`src/rtl/mau_pkg.sv`:
```
// Shared widths, operation codes and defaults for the matrix arithmetic unit.
package mau_pkg;

  // Field widths of the request and response transactions.
  localparam int FUNC_W  = 3;
  localparam int COORD_W = 2;
  localparam int DATA_W  = 32;

  // Default matrix size.
  localparam int DEFAULT_N = 4;

  // Operation codes carried in the func field.
  localparam logic [FUNC_W-1:0] FUNC_LOAD_LEFT  = 3'd0;
  localparam logic [FUNC_W-1:0] FUNC_LOAD_RIGHT = 3'd1;
  localparam logic [FUNC_W-1:0] FUNC_SUM        = 3'd2;
  localparam logic [FUNC_W-1:0] FUNC_DIFF       = 3'd3;
  localparam logic [FUNC_W-1:0] FUNC_SCALE      = 3'd4;
  localparam logic [FUNC_W-1:0] FUNC_PRODUCT    = 3'd5;

endpackage

```
`src/rtl/mau_req_if.sv`:
```
// Request channel: loads and operation starts.
interface mau_req_if;
  logic                              valid;
  logic                              ready;
  logic [mau_pkg::FUNC_W-1:0]        func;
  logic [mau_pkg::COORD_W-1:0]       row;
  logic [mau_pkg::COORD_W-1:0]       col;
  logic signed [mau_pkg::DATA_W-1:0] value;

  modport source (output valid, output func, output row, output col, output value,
                  input ready);
  modport sink   (input valid, input func, input row, input col, input value,
                  output ready);
endinterface

```
`src/rtl/mau_rsp_if.sv`:
```
// Response channel: result matrix entries in row-major order.
interface mau_rsp_if;
  logic                              valid;
  logic                              ready;
  logic [mau_pkg::COORD_W-1:0]       out_row;
  logic [mau_pkg::COORD_W-1:0]       out_col;
  logic signed [mau_pkg::DATA_W-1:0] out_value;
  logic                              last;

  modport source (output valid, output out_row, output out_col, output out_value,
                  output last, input ready);
  modport sink   (input valid, input out_row, input out_col, input out_value,
                  input last, output ready);
endinterface

```
`src/rtl/matrix_arithmetic_unit.sv`:
```
// Matrix arithmetic unit: two matrix memories, operation sequencer and MAC pipeline.
//
//   channel | dir | transaction
//   --------+-----+-------------------------------------------------------------
//   req     | in  | func, row, col, value: load one entry or start an operation
//   rsp     | out | out_row, out_col, out_value, last: one result entry
//
// Sum, difference and scale emit one entry per cycle while rsp is not stalled; the
// product accumulates each entry over N terms in the single multiply-accumulate fed
// by one read port of each memory. Results pass through the memory read registers, the
// stage 2 register and the output register. After reset both memories are zeroed, one
// entry per cycle, with req.ready low. A stalled rsp freezes the whole read/compute pipeline.
module matrix_arithmetic_unit #(
  parameter int N = mau_pkg::DEFAULT_N
) (
  input  logic     clk,
  input  logic     rst,
  mau_req_if.sink   req,
  mau_rsp_if.source rsp
);

  localparam int CELLS = N * N;
  localparam int AW    = $clog2(CELLS);
  localparam int IW    = $clog2(N);
  localparam int DW    = mau_pkg::DATA_W;
  localparam int CW    = mau_pkg::COORD_W;
  localparam int FW    = mau_pkg::FUNC_W;

  localparam logic [1:0] ST_CLEAR = 2'd0;
  localparam logic [1:0] ST_IDLE  = 2'd1;
  localparam logic [1:0] ST_RUN   = 2'd2;

  // Matrix storage.
  logic [DW-1:0] left_mem  [CELLS];
  logic [DW-1:0] right_mem [CELLS];

  // Control state.
  logic [1:0]    state;
  logic [AW-1:0] clr_addr;
  logic [FW-1:0] op_func;
  logic [DW-1:0] op_scalar;
  logic [IW-1:0] r, c, k;

  // Pipeline registers.
  logic          s1_v, s1_first, s1_lastk, s1_end;
  logic [IW-1:0] s1_r, s1_c;
  logic [DW-1:0] l_rd, r_rd;
  logic          s2_v, s2_first, s2_lastk, s2_end;
  logic [IW-1:0] s2_r, s2_c;
  logic [DW-1:0] s2_val;
  logic [DW-1:0] acc;
  logic          out_valid, out_last;
  logic [CW-1:0] out_row, out_col;
  logic [DW-1:0] out_value;

  logic          accept, adv, issue, is_prod, is_op, in_range;
  logic          k_end, c_end, r_end;
  logic [AW-1:0] ld_addr, elem_addr, l_raddr, r_raddr;
  logic          l_we, r_we;
  logic [AW-1:0] waddr;
  logic [DW-1:0] wdata;
  logic [DW-1:0] acc_sum;

  // Handshake and pipeline advance.
  assign req.ready = (state == ST_IDLE) && !s1_v && !s2_v;
  assign accept    = req.valid && req.ready;
  assign adv       = !out_valid || rsp.ready;
  assign issue     = (state == ST_RUN) && adv;

  assign is_prod = (op_func == mau_pkg::FUNC_PRODUCT);
  assign is_op   = (req.func == mau_pkg::FUNC_SUM) || (req.func == mau_pkg::FUNC_DIFF) ||
                   (req.func == mau_pkg::FUNC_SCALE) || (req.func == mau_pkg::FUNC_PRODUCT);

  // Load address and range check.
  assign in_range = (32'(req.row) < N) && (32'(req.col) < N);
  assign ld_addr  = AW'(32'(req.row) * N + 32'(req.col));

  // Write port of each memory: clearing pass or a load.
  assign l_we  = (state == ST_CLEAR) ||
                 (accept && in_range && (req.func == mau_pkg::FUNC_LOAD_LEFT));
  assign r_we  = (state == ST_CLEAR) ||
                 (accept && in_range && (req.func == mau_pkg::FUNC_LOAD_RIGHT));
  assign waddr = (state == ST_CLEAR) ? clr_addr : ld_addr;
  assign wdata = (state == ST_CLEAR) ? '0 : DW'(req.value);

  // Read addresses from the sequencer counters.
  assign elem_addr = AW'(r) * AW'(N) + AW'(c);
  assign l_raddr   = is_prod ? (AW'(r) * AW'(N) + AW'(k)) : elem_addr;
  assign r_raddr   = is_prod ? (AW'(k) * AW'(N) + AW'(c)) : elem_addr;

  assign k_end = !is_prod || (k == IW'(N - 1));
  assign c_end = (c == IW'(N - 1));
  assign r_end = (r == IW'(N - 1));

  always_ff @(posedge clk) begin
    if (l_we) begin
      left_mem[waddr] <= wdata;
    end
    if (r_we) begin
      right_mem[waddr] <= wdata;
    end
    if (adv) begin
      l_rd <= left_mem[l_raddr];
      r_rd <= right_mem[r_raddr];
    end
  end

  // Sequencer: clearing pass, idle, and issuing reads of one operation.
  always_ff @(posedge clk) begin
    if (rst) begin
      state    <= ST_CLEAR;
      clr_addr <= '0;
      r        <= '0;
      c        <= '0;
      k        <= '0;
      op_func  <= mau_pkg::FUNC_SUM;
    end else begin
      case (state)
        ST_CLEAR: begin
          clr_addr <= clr_addr + AW'(1);
          if (clr_addr == AW'(CELLS - 1)) begin
            state <= ST_IDLE;
          end
        end
        ST_IDLE: begin
          if (accept && is_op) begin
            state     <= ST_RUN;
            op_func   <= req.func;
            op_scalar <= DW'(req.value);
            r         <= '0;
            c         <= '0;
            k         <= '0;
          end
        end
        ST_RUN: begin
          if (issue) begin
            if (!k_end) begin
              k <= k + IW'(1);
            end else begin
              k <= '0;
              if (!c_end) begin
                c <= c + IW'(1);
              end else begin
                c <= '0;
                if (!r_end) begin
                  r <= r + IW'(1);
                end else begin
                  state <= ST_IDLE;
                end
              end
            end
          end
        end
        default: state <= ST_IDLE;
      endcase
    end
  end

  // Stage 1 flags travel with the memory read data.
  always_ff @(posedge clk) begin
    if (rst) begin
      s1_v <= 1'b0;
    end else if (adv) begin
      s1_v <= issue;
    end
  end

  always_ff @(posedge clk) begin
    if (adv) begin
      s1_first <= (k == '0);
      s1_lastk <= k_end;
      s1_end   <= c_end && r_end;
      s1_r     <= r;
      s1_c     <= c;
    end
  end

  // Stage 2: element-wise add, subtract or one multiply.
  always_ff @(posedge clk) begin
    if (rst) begin
      s2_v <= 1'b0;
    end else if (adv) begin
      s2_v <= s1_v;
    end
  end

  always_ff @(posedge clk) begin
    if (adv) begin
      s2_first <= s1_first;
      s2_lastk <= s1_lastk;
      s2_end   <= s1_end;
      s2_r     <= s1_r;
      s2_c     <= s1_c;
      case (op_func)
        mau_pkg::FUNC_SUM:   s2_val <= l_rd + r_rd;
        mau_pkg::FUNC_DIFF:  s2_val <= l_rd - r_rd;
        mau_pkg::FUNC_SCALE: s2_val <= l_rd * op_scalar;
        default:             s2_val <= l_rd * r_rd;
      endcase
    end
  end

  // Stage 3: accumulate and the output register.
  assign acc_sum = (s2_first ? '0 : acc) + s2_val;

  always_ff @(posedge clk) begin
    if (rst) begin
      out_valid <= 1'b0;
    end else if (adv) begin
      out_valid <= s2_v && s2_lastk;
    end
  end

  always_ff @(posedge clk) begin
    if (adv && s2_v) begin
      if (s2_lastk) begin
        out_value <= acc_sum;
        out_row   <= CW'(s2_r);
        out_col   <= CW'(s2_c);
        out_last  <= s2_end;
      end else begin
        acc <= acc_sum;
      end
    end
  end

  assign rsp.valid     = out_valid;
  assign rsp.out_row   = out_row;
  assign rsp.out_col   = out_col;
  assign rsp.out_value = $signed(out_value);
  assign rsp.last      = out_last;

endmodule
```
`src/flat_wrapper.sv`:
```
// flat-port wrapper written by rule: the top's interface ports become plain ports
module matrix_arithmetic_unit_flat 
#(
  parameter int N = mau_pkg::DEFAULT_N
)
  (clk, rst, req_valid, req_func, req_row, req_col, req_value, req_ready, rsp_valid, rsp_out_row, rsp_out_col, rsp_out_value, rsp_last, rsp_ready);
  mau_req_if req_i ();
  mau_rsp_if rsp_i ();
  input  logic clk;
  input  logic rst;
  input wire logic [$bits(req_i.valid)-1:0] req_valid;
  input wire logic [$bits(req_i.func)-1:0] req_func;
  input wire logic [$bits(req_i.row)-1:0] req_row;
  input wire logic [$bits(req_i.col)-1:0] req_col;
  input wire logic [$bits(req_i.value)-1:0] req_value;
  output wire logic [$bits(req_i.ready)-1:0] req_ready;
  output wire logic [$bits(rsp_i.valid)-1:0] rsp_valid;
  output wire logic [$bits(rsp_i.out_row)-1:0] rsp_out_row;
  output wire logic [$bits(rsp_i.out_col)-1:0] rsp_out_col;
  output wire logic [$bits(rsp_i.out_value)-1:0] rsp_out_value;
  output wire logic [$bits(rsp_i.last)-1:0] rsp_last;
  input wire logic [$bits(rsp_i.ready)-1:0] rsp_ready;
  assign req_i.valid = req_valid;
  assign req_i.func = req_func;
  assign req_i.row = req_row;
  assign req_i.col = req_col;
  assign req_i.value = req_value;
  assign req_ready = req_i.ready;
  assign rsp_valid = rsp_i.valid;
  assign rsp_out_row = rsp_i.out_row;
  assign rsp_out_col = rsp_i.out_col;
  assign rsp_out_value = rsp_i.out_value;
  assign rsp_last = rsp_i.last;
  assign rsp_i.ready = rsp_ready;
  matrix_arithmetic_unit #(.N(N)) u_core (.clk(clk), .rst(rst), .req(req_i), .rsp(rsp_i));
endmodule
```
`config.mk`:
```
export PLATFORM = sky130hd
export DESIGN_NAME = matrix_arithmetic_unit_flat
export DESIGN_NICKNAME = d
export VERILOG_FILES = /design/src/rtl/mau_pkg.sv /design/src/rtl/mau_req_if.sv /design/src/rtl/mau_rsp_if.sv /design/src/rtl/matrix_arithmetic_unit.sv /design/src/flat_wrapper.sv
export SDC_FILE = /design/constraint.sdc
export NUM_CORES = 2
export LEC_CHECK = 0
export BUFFER_PORTS_ARGS = -buffer_cell sky130_fd_sc_hd__buf_4
export CELL_PAD_IN_SITES_DETAIL_PLACEMENT = 0
export CELL_PAD_IN_SITES_GLOBAL_PLACEMENT = 1
export CORE_UTILIZATION = 55
export DETAILED_ROUTE_END_ITERATION = 6
export GPL_TIMING_DRIVEN = 0
export PLACE_DENSITY = 0.91
export SYNTH_ARGS = -nofsm -noshare
export SYNTH_HDL_FRONTEND = slang
export SYNTH_SLANG_ARGS = --single-unit
```
`constraint.sdc`:
```
create_clock -name clk -period 9.8 [get_ports clk]
set_input_delay 1.96 -clock clk [delete_from_list [all_inputs] [get_ports clk]]
set_output_delay 1.96 -clock clk [all_outputs]
set_load 0.02 [all_outputs]
```
==> metrics.txt <==
CP Capture Type flip-flop; DR vias 53700; gp weighted congestion 1.07; area occupied by multi-input gates 40100 µm²; Worst R2R Start u_core.l_rd[2]; outcome finished with violations; H-tree level count 3; Critical Path RT 10.26 ns; Final WS setup -0.0244 ns; most common cell after layout, fill and taps aside edfxtp_1; non-filler cells, final 8255; Tcrit/Tclk final 100%; clock net sink count 1253; Reg area 37400 µm²; worst stage delay on the critical path 1.03 ns; clock skew 0.0865 ns; placed insts 8037; Hold Path Class reg2reg; most frequent cell on the critical path ha_1; Hold Path Origin u_core.s1_end; Synth Register Bits 1253; post-synth net total 7183; max cap viols 4; Max Clock Freq 102 MHz; Syn Inst Count 6007; min cycle time layout 9.82 ns; die area 150000 µm²; Max-slew headroom -6.98%; Distinct cells, synth 70; Post-synth EDFFs 1235; TritonCTS clock tree done; RSZ-0062 raised after global routing no; Initial Util 55.7%; Initial DRC Count 7867; Hold Violations, Final 0; FP Rows 140; end of the worst register-to-register path u_core.s2_val[23]; syn avg cell area 13.6 µm²; hold-fix buffers at CTS 0; most frequent cells in the layout edfxtp_1 (1235), inv_1 (854), fa_1 (818), nand2_1 (607), and2_1 (569); Routed wire per std cell 34.7 µm; register area share after synthesis 45.9%; crit path max fanout 10; CTS clk-pin slew, worst paths 0.06 ns; layout filler cell count 10700; die height 387 µm; Post-Syn Area 81600 µm²; dpl hpwl 198000 µm; Boundary Pins 82; Worst setup SP type flip-flop; asr flop ratio synth 0%; IO Port Bufs 79; root buffer cell clkbuf_16; Synth top area share 45.5%; first-pass GRT wire length 404000 µm; CTS max path bufs 3; worst setup path class reg2reg; Yosys top cell by area edfxtp_1; Max stage delay cell, worst path clkbuf_1; Top FF cell, synth edfxtp_1; area of the core 146000 µm²; DRT Pass-1 Iters 6; DRC 0; synthesis-to-finish area growth 9.69%; Hold Path End u_core.s2_end; final setup fails 1; max-slew violations 77; failing checks max-capacitance violations, max-slew violations, negative setup slack; largest net degree at the start of global routing 61; Die W 387 µm; reg2reg path depth 23; Synthesis Warnings 0; share of cells above drive strength 1 11.2%; hold depth 0; initial antenna violation count 38; hold_ws 0.412 ns; CP cell instances clkbuf_1, clkbuf_1, nand2_1, fa_1, fa_1, fa_1, inv_1, ha_1, ha_1, ha_1, ha_1, fa_1, ha_1, o21ai_0, o2bb2ai_1, a311o_1, nand2_1, o21ai_1, o21bai_1, a21o_1, a21oi_1, xor2_1, o21ai_0; vias per cell 6.51; grt ovf 0; Total GRT Usage 38.7%; DRT antenna net count 0; Synth area leaders edfxtp_1 (45%), fa_1 (20%), mux4_2 (8.8%); Setup WS pre-CTS -0.541 ns; later-pin clock latency in the skew report 0.78 ns; CTS buffer count 111; internal reg-to-reg setup slack -0.02 ns; # nets final 7413; Total Wirelength 287000 µm; WP data arrival 10.28 ns; number of global-route vias before repair 55100; Worst-Margin Slew 1.60 ns
## Yosys cell counts, drive strengths merged (5+ instances only)
cell type  number
edfxtp       1235
inv           855
fa            818
nand2         607
and2          569
mux4          320
ha            315
clkbuf        276
xnor2         181
nor2          135
a21oi         111
o21ai          76
xor2           72
a21o           49
nor2b          47
nor3           36
buf            29
nand3          27
a31oi          20
nand2b         19
dfxtp          18
a22oi          17
o21a           15
a211oi         14
o21bai         14
and3           11
a211o          10
o31ai          10
a31o            6
nor3b           6
o41ai           6
a221o           5
a32oi           5
o211ai          5
o221ai          5
or2             5
or3             5
## flip-flops by register name (all words and copies together) (netlist names), 3 cells and up
register / flops
u_core.acc: 32
u_core.r_rd: 32
u_core.left_mem: 512
u_core.s2_val: 32
u_core.rsp.out_value: 32
u_core.right_mem: 512
u_core.clr_addr: 4
u_core.op_scalar: 32
u_core.l_rd: 32
u_core.op_func: 3
## repair_timing
item,in CTS,in global routing
pin swaps,0,1
endpoints found under the setup margin,6,3
gates resized for setup,24,54
buffers inserted,0,4
endpoints found under the hold margin,0,0
## kinds of logic after synthesis
family,synth area share [%]
flip-flops,45.9
XOR/XNOR,2.72
buffers and inverters,5.34
adder cells (fa/ha/maj),24.9
AND/OR/NAND/NOR,9.06
AO/OA/AOI/OAI,3.21
multiplexers,8.87
## per-layer routing
| layer | share of wire, % | GRT usage [%] |
|---|---|---|
| met1 | 33 | 46.0 |
| met2 | 45 | 59.5 |
| met3 | 13 | 12.4 |
| met4 | 9.0 | 27.8 |
| met5 | 0.076 | 0 |
## worst max-delay path, delay by kind of cell (launching register included)
family | cells | cell delay [ns]
buffers and inverters | 3 | 2.03
XOR/XNOR | 1 | 0.60
adder cells (fa/ha/maj) | 9 | 3.27
AO/OA/AOI/OAI | 8 | 2.47
AND/OR/NAND/NOR | 2 | 0.36
flip-flops | 1 | 0.82
## how the worst max path moves through the flow
| stage | cells after the start | slack (ns) | to | from |
|---|---|---|---|---|
| 6_report | 23 | -0.02 | u_core.s2_val[23] | u_core.l_rd[2] |
| 4_1_cts | 25 | 0.001 | u_core.s2_val[30] | u_core.op_scalar[4] |
| 5_1_grt | 27 | 0.07 | u_core.s2_val[30] | u_core.l_rd[8] |
| 3_3_place_gp | 23 | -0.46 | u_core.s2_val[30] | u_core.l_rd[18] |
| 2_1_floorplan | 25 | 2.21 | u_core.s2_val[31] | u_core.r_rd[3] |
| 3_5_place_dp | 22 | -0.54 | u_core.s2_val[30] | u_core.l_rd[12] |
## metrics by stage
stage | TNS [ns] | instance area, µm² | util, %
global placement | -1.24 | 84600 | 57.8
global route | 0 | 89500 | 61.1
CTS | 0 | 89400 | 61.0
detailed placement | -1.61 | 85600 | 58.5
finish | -0.0244 | 89500 | 61.1
floorplan | 0 | 81600 | -
## cell type report
type,instances,share of cell area (%)
multi-input cells,3594,44.8
flip-flops and latches,1253,41.8
inverters,855,3.59
clock buffers,135,3.20
well taps,1917,2.68
repair buffers,119,1.62
plain buffers,303,1.33
clock inverters,70,0.917
diodes,9,0.0252
Power is not shown: default switching activity piles up to over one toggle a cycle in this logic, so the estimate is an artifact.
